File: config.mk
export PLATFORM = sky130hd
export DESIGN_NAME = pid_controller_deadband_antiwindup
export DESIGN_NICKNAME = d
export VERILOG_FILES = /design/src/rtl/pidc_pkg.sv /design/src/rtl/pidc_state.sv /design/src/rtl/pidc_terms.sv /design/src/rtl/pidc_scale.sv /design/src/rtl/pid_controller_deadband_antiwindup.sv
export SDC_FILE = /design/constraint.sdc
export NUM_CORES = 2
export LEC_CHECK = 0
export ABC_AREA = 1
export BUFFER_PORTS_ARGS = -buffer_cell sky130_fd_sc_hd__buf_4
export CAP_MARGIN = 30
export CORE_UTILIZATION = 55
export DETAILED_ROUTE_END_ITERATION = 8
export GPL_TIMING_DRIVEN = 0
export PLACE_DENSITY = 0.71
export SYNTH_ARGS = -nofsm -noshare
export SYNTH_HDL_FRONTEND = slang
export SYNTH_SLANG_ARGS = --single-unit
File: constraint.sdc
create_clock -name clk -period 18.33 [get_ports clk]
set_input_delay 5.499 -clock clk [delete_from_list [all_inputs] [get_ports clk]]
set_output_delay 5.499 -clock clk [all_outputs]
set_load 0.05 [all_outputs]
File: src/rtl/pidc_pkg.sv
`timescale 1ns / 1ps

package pidc_pkg;

    localparam int CFG_DATA_W = 20;
    localparam int CFG_ADDR_W = 3;

    localparam int ERR_W  = 17;
    localparam int DIFF_W = 18;
    localparam int ACC_W  = 21;
    localparam int P_W    = 33;
    localparam int I_W    = 37;
    localparam int D_W    = 34;
    localparam int SUM_W  = 39;
    localparam int MAG_W  = 32;
    localparam int Q_W    = 17;

    // Quotient magnitude that behaves like any larger one under the output clamp.
    localparam logic [15:0] Q_SAT = 16'd32769;

    // Reciprocal of ten for operands below 2**26: q = (m * DIV10_RECIP) >> DIV10_SHIFT.
    localparam logic [23:0] DIV10_RECIP = 24'd13421773;
    localparam int          DIV10_SHIFT = 27;

    localparam logic [CFG_ADDR_W-1:0] REG_P_COEF          = 3'd0;
    localparam logic [CFG_ADDR_W-1:0] REG_I_COEF          = 3'd1;
    localparam logic [CFG_ADDR_W-1:0] REG_D_COEF          = 3'd2;
    localparam logic [CFG_ADDR_W-1:0] REG_ERROR_DEADBAND  = 3'd3;
    localparam logic [CFG_ADDR_W-1:0] REG_INT_RESET_LIMIT = 3'd4;
    localparam logic [CFG_ADDR_W-1:0] REG_INTEGRAL_LIMIT  = 3'd5;
    localparam logic [CFG_ADDR_W-1:0] REG_OUTPUT_MIN      = 3'd6;
    localparam logic [CFG_ADDR_W-1:0] REG_OUTPUT_MAX      = 3'd7;

    typedef struct packed {
        logic               req_type;
        logic signed [15:0] measured;
        logic signed [15:0] setpoint;
        logic               run_enabled;
    } pidc_in_t;

    typedef struct packed {
        logic signed [15:0] drive;
        logic               in_deadband;
    } pidc_out_t;

    typedef struct packed {
        logic signed [15:0] p_coef;
        logic signed [15:0] i_coef;
        logic signed [15:0] d_coef;
        logic signed [16:0] error_deadband;
        logic signed [17:0] int_reset_limit;
        logic        [19:0] integral_limit;
        logic signed [15:0] output_min;
        logic signed [15:0] output_max;
    } pidc_cfg_t;

    typedef struct packed {
        logic live;
        logic dead;
    } pidc_flags_t;

    typedef struct packed {
        logic signed [ERR_W-1:0]  err;
        logic signed [ACC_W-1:0]  acc;
        logic signed [DIFF_W-1:0] dterm;
        pidc_flags_t              flags;
    } pidc_s1_t;

    typedef struct packed {
        logic signed [P_W-1:0] p_term;
        logic signed [I_W-1:0] i_term;
        logic signed [D_W-1:0] d_term;
        pidc_flags_t           flags;
    } pidc_s2_t;

endpackage

File: src/rtl/pidc_state.sv
`timescale 1ns / 1ps

module pidc_state #(
    parameter int HISTORY_DEPTH = 4
) (
    input  logic               clk,
    input  logic               rst_n,
    input  logic               load,
    input  pidc_pkg::pidc_in_t  in_data,
    input  pidc_pkg::pidc_cfg_t cfg,
    output pidc_pkg::pidc_s1_t  s1
);
    import pidc_pkg::*;

    logic signed [ERR_W-1:0]  hist_reg [HISTORY_DEPTH];
    logic signed [ACC_W-1:0]  integral_reg;
    pidc_s1_t                 s1_reg;

    logic signed [ERR_W-1:0]  err;
    logic signed [DIFF_W-1:0] diff;
    logic signed [DIFF_W-1:0] dterm;
    logic signed [18:0]       err_x;
    logic signed [18:0]       db_x;
    logic signed [18:0]       neg_db;
    logic                     active;
    logic [19:0]              acc_mag;
    logic [23:0]              acc_x9;
    logic [47:0]              div_prod;
    logic [19:0]              decay_mag;
    logic signed [ACC_W-1:0]  decayed;
    logic signed [21:0]       pre;
    logic signed [19:0]       diff_x;
    logic signed [19:0]       rl_x;
    logic signed [19:0]       neg_rl;
    logic                     step_reset;
    logic signed [21:0]       lim_x;
    logic signed [21:0]       neg_lim;
    logic signed [21:0]       clamped;
    logic signed [ACC_W-1:0]  acc_next;
    logic                     clear;

    assign clear = in_data.req_type;

    always_comb
    begin
        err   = {in_data.setpoint[15], in_data.setpoint} - {in_data.measured[15], in_data.measured};
        diff  = {err[ERR_W-1], err} - {hist_reg[0][ERR_W-1], hist_reg[0]};
        dterm = {err[ERR_W-1], err}
              - {hist_reg[HISTORY_DEPTH-1][ERR_W-1], hist_reg[HISTORY_DEPTH-1]};

        err_x  = {{2{err[ERR_W-1]}}, err};
        db_x   = {{2{cfg.error_deadband[16]}}, cfg.error_deadband};
        neg_db = -db_x;
        active = (cfg.error_deadband == '1) || (err_x > db_x) || (err_x < neg_db);

        acc_mag   = integral_reg[ACC_W-1] ? 20'(-integral_reg) : 20'(integral_reg);
        acc_x9    = {1'b0, acc_mag, 3'b000} + {4'b0000, acc_mag};
        div_prod  = {24'd0, acc_x9} * {24'd0, DIV10_RECIP};
        decay_mag = div_prod[DIV10_SHIFT +: 20];
        decayed   = integral_reg[ACC_W-1] ? -$signed({1'b0, decay_mag})
                                          : $signed({1'b0, decay_mag});

        if (err == '0)
        begin
            pre = {decayed[ACC_W-1], decayed};
        end
        else if (in_data.run_enabled)
        begin
            pre = {integral_reg[ACC_W-1], integral_reg}
                + {{5{err[ERR_W-1]}}, err};
        end
        else
        begin
            pre = {integral_reg[ACC_W-1], integral_reg};
        end

        diff_x     = {{2{diff[DIFF_W-1]}}, diff};
        rl_x       = {{2{cfg.int_reset_limit[17]}}, cfg.int_reset_limit};
        neg_rl     = -rl_x;
        step_reset = (cfg.int_reset_limit != '1) && ((diff_x > rl_x) || (diff_x < neg_rl));

        lim_x   = {2'b00, cfg.integral_limit};
        neg_lim = -lim_x;

        if (step_reset)
        begin
            clamped = '0;
        end
        else if (pre > lim_x)
        begin
            clamped = lim_x;
        end
        else if (pre < neg_lim)
        begin
            clamped = neg_lim;
        end
        else
        begin
            clamped = pre;
        end
        acc_next = clamped[ACC_W-1:0];
    end

    always_ff @(posedge clk or negedge rst_n)
    begin
        if (!rst_n)
        begin
            integral_reg <= '0;
            for (int i = 0; i < HISTORY_DEPTH; i++)
            begin
                hist_reg[i] <= '0;
            end
        end
        else if (load)
        begin
            if (clear)
            begin
                integral_reg <= '0;
                for (int i = 0; i < HISTORY_DEPTH; i++)
                begin
                    hist_reg[i] <= '0;
                end
            end
            else
            begin
                if (active)
                begin
                    integral_reg <= acc_next;
                end
                for (int i = HISTORY_DEPTH - 1; i > 0; i--)
                begin
                    hist_reg[i] <= hist_reg[i-1];
                end
                hist_reg[0] <= err;
            end
        end
    end

    always_ff @(posedge clk)
    begin
        if (load)
        begin
            s1_reg.err        <= err;
            s1_reg.acc        <= acc_next;
            s1_reg.dterm      <= dterm;
            s1_reg.flags.live <= !clear && active;
            s1_reg.flags.dead <= !clear && !active;
        end
    end

    assign s1 = s1_reg;

    // A clear transaction leaves the integral and the newest history entry at zero.
    assert property (@(posedge clk) disable iff (!rst_n)
        load && clear |=> integral_reg == '0 && hist_reg[0] == '0)
        else $error("integral or history not cleared");

    // A step inside the deadband leaves the integral untouched.
    assert property (@(posedge clk) disable iff (!rst_n)
        load && !clear && !active |=> integral_reg == $past(integral_reg))
        else $error("integral changed inside the deadband");

endmodule

File: src/rtl/pidc_terms.sv
`timescale 1ns / 1ps

module pidc_terms (
    input  logic                clk,
    input  logic                load,
    input  pidc_pkg::pidc_s1_t  s1,
    input  pidc_pkg::pidc_cfg_t cfg,
    output pidc_pkg::pidc_s2_t  s2
);
    import pidc_pkg::*;

    logic signed [ERR_W-1:0]  err_s;
    logic signed [ACC_W-1:0]  acc_s;
    logic signed [DIFF_W-1:0] dterm_s;
    logic signed [15:0]       kp;
    logic signed [15:0]       ki;
    logic signed [15:0]       kd;
    logic signed [P_W-1:0]    p_prod;
    logic signed [I_W-1:0]    i_prod;
    logic signed [D_W-1:0]    d_prod;
    pidc_s2_t                 s2_reg;

    assign err_s   = s1.err;
    assign acc_s   = s1.acc;
    assign dterm_s = s1.dterm;
    assign kp      = cfg.p_coef;
    assign ki      = cfg.i_coef;
    assign kd      = cfg.d_coef;

    assign p_prod = kp * err_s;
    assign i_prod = ki * acc_s;
    assign d_prod = kd * dterm_s;

    always_ff @(posedge clk)
    begin
        if (load)
        begin
            s2_reg.p_term <= p_prod;
            s2_reg.i_term <= i_prod;
            s2_reg.d_term <= d_prod;
            s2_reg.flags  <= s1.flags;
        end
    end

    assign s2 = s2_reg;

endmodule

File: src/rtl/pidc_scale.sv
`timescale 1ns / 1ps

module pidc_scale #(
    parameter int SCALE_DIVISOR = 16
) (
    input  logic                clk,
    input  logic                load_sum,
    input  logic                load_out,
    input  pidc_pkg::pidc_s2_t  s2,
    input  pidc_pkg::pidc_cfg_t cfg,
    output pidc_pkg::pidc_out_t out_data
);
    import pidc_pkg::*;

    localparam int DIV_LOG = $clog2(SCALE_DIVISOR);
    localparam int SHIFT   = MAG_W + DIV_LOG;
    localparam logic [63:0] RECIP_FULL =
        ((64'd1 << SHIFT) + 64'(SCALE_DIVISOR) - 64'd1) / 64'(SCALE_DIVISOR);
    localparam logic [MAG_W:0] RECIP = RECIP_FULL[MAG_W:0];
    localparam logic [SUM_W-1:0] SAT_LIM = SUM_W'(SCALE_DIVISOR) * SUM_W'(Q_SAT);

    logic signed [SUM_W-1:0]  sum;
    logic [SUM_W-1:0]         sum_mag;
    logic [MAG_W-1:0]         mag_reg;
    logic                     neg_reg;
    logic                     big_reg;
    pidc_flags_t              flags_reg;

    logic [2*MAG_W:0]         quot_prod;
    logic [15:0]              q_mag;
    logic signed [Q_W-1:0]    q;
    logic signed [Q_W-1:0]    min_x;
    logic signed [Q_W-1:0]    max_x;
    logic signed [Q_W-1:0]    low_clamped;
    logic signed [Q_W-1:0]    both_clamped;
    pidc_out_t                out_reg;

    always_comb
    begin
        sum = {{(SUM_W-P_W){s2.p_term[P_W-1]}}, s2.p_term}
            + {{(SUM_W-I_W){s2.i_term[I_W-1]}}, s2.i_term}
            - {{(SUM_W-D_W){s2.d_term[D_W-1]}}, s2.d_term};
        sum_mag = sum[SUM_W-1] ? -sum : sum;
    end

    always_ff @(posedge clk)
    begin
        if (load_sum)
        begin
            mag_reg   <= sum_mag[MAG_W-1:0];
            neg_reg   <= sum[SUM_W-1];
            big_reg   <= sum_mag >= SAT_LIM;
            flags_reg <= s2.flags;
        end
    end

    always_comb
    begin
        quot_prod = {{(MAG_W+1){1'b0}}, mag_reg} * {{MAG_W{1'b0}}, RECIP};
        q_mag     = big_reg ? Q_SAT : quot_prod[SHIFT +: 16];
        q         = neg_reg ? -$signed({1'b0, q_mag}) : $signed({1'b0, q_mag});
        min_x     = {cfg.output_min[15], cfg.output_min};
        max_x     = {cfg.output_max[15], cfg.output_max};
        low_clamped  = (q < min_x) ? min_x : q;
        both_clamped = (low_clamped > max_x) ? max_x : low_clamped;
    end

    always_ff @(posedge clk)
    begin
        if (load_out)
        begin
            out_reg.drive       <= flags_reg.live ? both_clamped[15:0] : 16'sd0;
            out_reg.in_deadband <= flags_reg.dead;
        end
    end

    assign out_data = out_reg;

endmodule

File: src/rtl/pid_controller_deadband_antiwindup.sv
`timescale 1ns / 1ps

// PID controller with deadband, integral reset on error steps and anti-windup clamp.
// Input channel: in_valid, in_stall, in_data (req_type, measured, setpoint, run_enabled).
// A transaction with req_type set clears the integral and error history and
// returns drive 0 with in_deadband 0; any other transaction is one control step.
// Output channel: out_valid, out_stall, out_data (drive, in_deadband); exactly one
// result per input transaction, in order.
// There are four register stages: a transaction accepted into the first has its
// result on out_valid once it reaches the fourth.
// Throughput is one transaction per cycle while out_stall is low: the integral and
// error history are updated in the first stage, so the next step already sees them;
// the three gain multiplies share the second stage, the sum takes the third and the
// reciprocal divide by SCALE_DIVISOR the fourth.
// When out_stall is high the stages fill up behind the result register, and
// in_stall rises once the first stage holds a transaction that cannot move.
// Reset clears the valid bits, the integral, the history and all configuration
// registers to their defaults; no clearing pass follows. Configuration is written
// via cfg_we, cfg_addr and cfg_wdata only while idle, which the user must ensure.
module pid_controller_deadband_antiwindup #(
    parameter int HISTORY_DEPTH = 4,
    parameter int SCALE_DIVISOR = 16
) (
    input  logic                                  clk,
    input  logic                                  rst_n,
    input  logic                                  in_valid,
    output logic                                  in_stall,
    input  pidc_pkg::pidc_in_t                    in_data,
    output logic                                  out_valid,
    input  logic                                  out_stall,
    output pidc_pkg::pidc_out_t                   out_data,
    input  logic                                  cfg_we,
    input  logic [pidc_pkg::CFG_ADDR_W-1:0]       cfg_addr,
    input  logic [pidc_pkg::CFG_DATA_W-1:0]       cfg_wdata
);
    import pidc_pkg::*;

    pidc_cfg_t cfg_reg;
    logic      v1_reg;
    logic      v2_reg;
    logic      v3_reg;
    logic      v4_reg;
    logic      ready1;
    logic      ready2;
    logic      ready3;
    logic      ready4;
    logic      load1;
    logic      load2;
    logic      load3;
    logic      load4;
    pidc_s1_t  s1;
    pidc_s2_t  s2;

    assign ready4 = !v4_reg || !out_stall;
    assign ready3 = !v3_reg || ready4;
    assign ready2 = !v2_reg || ready3;
    assign ready1 = !v1_reg || ready2;
    assign load1  = in_valid && ready1;
    assign load2  = v1_reg && ready2;
    assign load3  = v2_reg && ready3;
    assign load4  = v3_reg && ready4;

    assign in_stall  = !ready1;
    assign out_valid = v4_reg;

    always_ff @(posedge clk or negedge rst_n)
    begin
        if (!rst_n)
        begin
            v1_reg <= 1'b0;
            v2_reg <= 1'b0;
            v3_reg <= 1'b0;
            v4_reg <= 1'b0;
        end
        else
        begin
            if (ready1)
            begin
                v1_reg <= in_valid;
            end
            if (ready2)
            begin
                v2_reg <= v1_reg;
            end
            if (ready3)
            begin
                v3_reg <= v2_reg;
            end
            if (ready4)
            begin
                v4_reg <= v3_reg;
            end
        end
    end

    always_ff @(posedge clk or negedge rst_n)
    begin
        if (!rst_n)
        begin
            cfg_reg.p_coef          <= '0;
            cfg_reg.i_coef          <= '0;
            cfg_reg.d_coef          <= '0;
            cfg_reg.error_deadband  <= '1;
            cfg_reg.int_reset_limit <= '1;
            cfg_reg.integral_limit  <= '1;
            cfg_reg.output_min      <= 16'sh8000;
            cfg_reg.output_max      <= 16'sh7FFF;
        end
        else if (cfg_we)
        begin
            case (cfg_addr)
                REG_P_COEF:          cfg_reg.p_coef          <= cfg_wdata[15:0];
                REG_I_COEF:          cfg_reg.i_coef          <= cfg_wdata[15:0];
                REG_D_COEF:          cfg_reg.d_coef          <= cfg_wdata[15:0];
                REG_ERROR_DEADBAND:  cfg_reg.error_deadband  <= cfg_wdata[16:0];
                REG_INT_RESET_LIMIT: cfg_reg.int_reset_limit <= cfg_wdata[17:0];
                REG_INTEGRAL_LIMIT:  cfg_reg.integral_limit  <= cfg_wdata[19:0];
                REG_OUTPUT_MIN:      cfg_reg.output_min      <= cfg_wdata[15:0];
                REG_OUTPUT_MAX:      cfg_reg.output_max      <= cfg_wdata[15:0];
                default:             cfg_reg                 <= cfg_reg;
            endcase
        end
    end

    pidc_state #(
        .HISTORY_DEPTH(HISTORY_DEPTH)
    ) u_state (
        .clk    (clk),
        .rst_n  (rst_n),
        .load   (load1),
        .in_data(in_data),
        .cfg    (cfg_reg),
        .s1     (s1)
    );

    pidc_terms u_terms (
        .clk (clk),
        .load(load2),
        .s1  (s1),
        .cfg (cfg_reg),
        .s2  (s2)
    );

    pidc_scale #(
        .SCALE_DIVISOR(SCALE_DIVISOR)
    ) u_scale (
        .clk     (clk),
        .load_sum(load3),
        .load_out(load4),
        .s2      (s2),
        .cfg     (cfg_reg),
        .out_data(out_data)
    );

    // With the receiver taking results, the pipeline never pushes back.
    assert property (@(posedge clk) disable iff (!rst_n)
        !out_stall |-> !in_stall)
        else $error("input stalled while output drains");

    // A result inside the deadband carries a zero drive.
    assert property (@(posedge clk) disable iff (!rst_n)
        out_valid && out_data.in_deadband |-> out_data.drive == '0)
        else $error("nonzero drive inside the deadband");

endmodule
==> flow_summary.toml <==
[synth]
synth.most_common_cell = "inv_1"
synth_area_leader_cell = "fa_1"
synthArstFlopShare_pct = 53.1
ys_warn_count = 0
syn_area_um2 = 76200
syn_inst = 9431
syn_nets = 11400
synth_edf_count = 201
synth_top_cell_area_share_pct = 29.5
syn-mean-instance-area_um2 = 8.08
synth_common_cells = "inv_1 (2,404), nand2_1 (2,066), fa_1 (1,125)"
ys.flop_type = "edfxtp_1"
ys_seq_area_share_pct = 15.5
synth.distinct_cells = 72
ys_seq_elements = 429
synth_area_leaders = "fa_1 (30%), ha_1 (13%), inv_1 (12%)"

[die]
io_pins = 81
die_width_um = 374
rows = 136
start_util_pct = 55.4
die_area_um2 = 140000
die_height_um = 374
core_area_um2 = 137000

[setup_path]
crit_type = "reg2reg"
required_ns = 18.70
critPathSlowestCell = "o21ai_0"
reg2reg_slack_ns = 3.25
r2r_cells = 67
crit_fanout = 15
slowest_delay_ns = 0.74
critPathBufInv = 11
r2r-start = "u_state.integral_reg[0]$_DFFE_PN0P_"
crit_family = "adder cells"
cp-start-kind = "flop"
cp.arrival_ns = 15.44
end_kind = "flop"
timing.rr.end = "u_state.s1[39]$_DFFE_PP_"

[sta]
timing.final.crit_share_pct = 82.3
setup_violations = 0
finalHoldViolCount = 0
period_minus_slack_ns = 15.08
rsz0062_at_grt = "false"
max-slew-margin-rel_pct = 25.5
final.setup.tns_ns = 0
finalHoldWorstSlack_ns = 0.427
slew_viol_final = 0
finClkSkew_ns = 0.0328
finalWorstSetupSlack_ns = 3.25
fmax_ghz = 0.0663
tightest_slew_ns = 1.12

[grt]
antenna_found_initial = 16
grt_max_degree = 127
grt_util_all_layers_pct = 32.9
grt_pass1_wl_um = 354000
grt_pass1_vias = 62100
overflow = 0

[status]
outcome = "complete, no violations"

[min_path]
holdPathEnd = "u_scale.flags_reg[0]$_DFFE_PP_"
min_from = "u_terms.s2[0]$_DFFE_PP_"
holdPathStages = 0
hold_class = "reg2reg"

[clock_network]
cts_buffers = 48
cts_resized = 0
cts_tree = "built"
cts.root.buffer_cell = "clkbuf_16"
clockBufferDepth = 3
cts_max_level = 2
cts.clk_slew.worst_paths_ns = 0.07
post-cts-setup-buffers = 0
clock_latency_ns = 0.64
cts_hold_buf = 0
cts.sinks = 429

[flow_run]
cap_violations = 0

[route]
antenna_left = 0
drc_errors = 0
num_vias = 62300
wl_per_cell_um = 20.1
drt_pass1_iterations = 6
routed_wl_um = 229000
first_iter_violations = 5687
vias_per_cell = 5.46

[final_layout]
area_growth_pct = 6.34
nFillCells = 12600
multiInputGateArea_um2 = 54500
fin_nets = 11600
drive_gt1_share_pct = 4.55
regArea_um2 = 11800
largest_reg_flops = 135

[placed_design]
dp_slack_ns = 3.67
numPortBuffers = 79
dp_hpwl_um = 195000
place_congestion = 0.991
## cell families after synthesis
family / count (synthesis) / share of synthesized area, %
muxes: 6 / 0.0788
buffers and inverters: 2644 / 13.1
and+or+nand+nor: 3044 / 16.7
xor gates and xnor gates: 376 / 4.35
adders and majority gates: 1944 / 43.0
AOI/OAI and AO/OA: 988 / 7.28
DFF: 429 / 15.5
## layout make-up
cell class / count / area share (%)
multi-input cells: 6358 / 67.2
flip-flops and latches: 429 / 14.6
inverters: 2415 / 11.2
well taps: 1794 / 2.77
clock buffers: 68 / 1.83
plain buffers: 229 / 1.13
repair buffers: 92 / 0.972
clock inverters: 22 / 0.319
diodes: 6 / 0.0185
## cells in the final DEF (no fill, tap or decap), types with 201 or more instances in the layout
cell type,count
nor2_1,393
ha_1,819
nand3_1,244
nand2_1,2066
edfxtp_1,201
xor2_1,267
fa_1,1125
o21ai_0,350
inv_1,2404
a21oi_1,354
## worst max path at each step
stage,start,end,cells after the start
floorplan,out_stall,in_stall,6
global placement,u_state.integral_reg[20]$_DFFE_PN0P_,u_state.s1[37]$_DFFE_PP_,64
detailed placement,u_state.integral_reg[0]$_DFFE_PN0P_,u_state.s1[38]$_DFFE_PP_,68
CTS,u_state.integral_reg[20]$_DFFE_PN0P_,u_state.s1[38]$_DFFE_PP_,67
global route,u_state.integral_reg[20]$_DFFE_PN0P_,u_state.s1[37]$_DFFE_PP_,66
finish,u_state.integral_reg[0]$_DFFE_PN0P_,u_state.s1[39]$_DFFE_PP_,67
## routing by layer
metal,vias up,wire (um),global-route usage [%]
li1,29000,-,-
met1,30600,98400,46.4
met2,2384,104000,52.2
met5,-,30,0
met4,6,6820,8.88
met3,372,19800,5.82
## stage by stage
stage / instances / util (%) / cell area [um2]
2_1_floorplan: 9431 / - / 76200
3_3_place_gp: 11300 / 57.5 / 79100
3_5_place_dp: 11300 / 57.7 / 79300
4_1_cts: 11400 / 59.0 / 81100
5_1_grt: 11400 / 59.0 / 81100
6_report: 11400 / 59.0 / 81100
## worst reg2reg max path, delay by kind of cell (launching register included)
family          cells  cell delay [ns]
compound gates     16             3.35
buf+inv            11             1.12
fa+ha+maj          12             5.05
flops               1             0.70
xor+xnor            3             1.03
simple gates       25             3.58
Power is left out: the tool's default activity adds up to more than one toggle a clock period on the data nets, which glitch-free logic cannot reach.
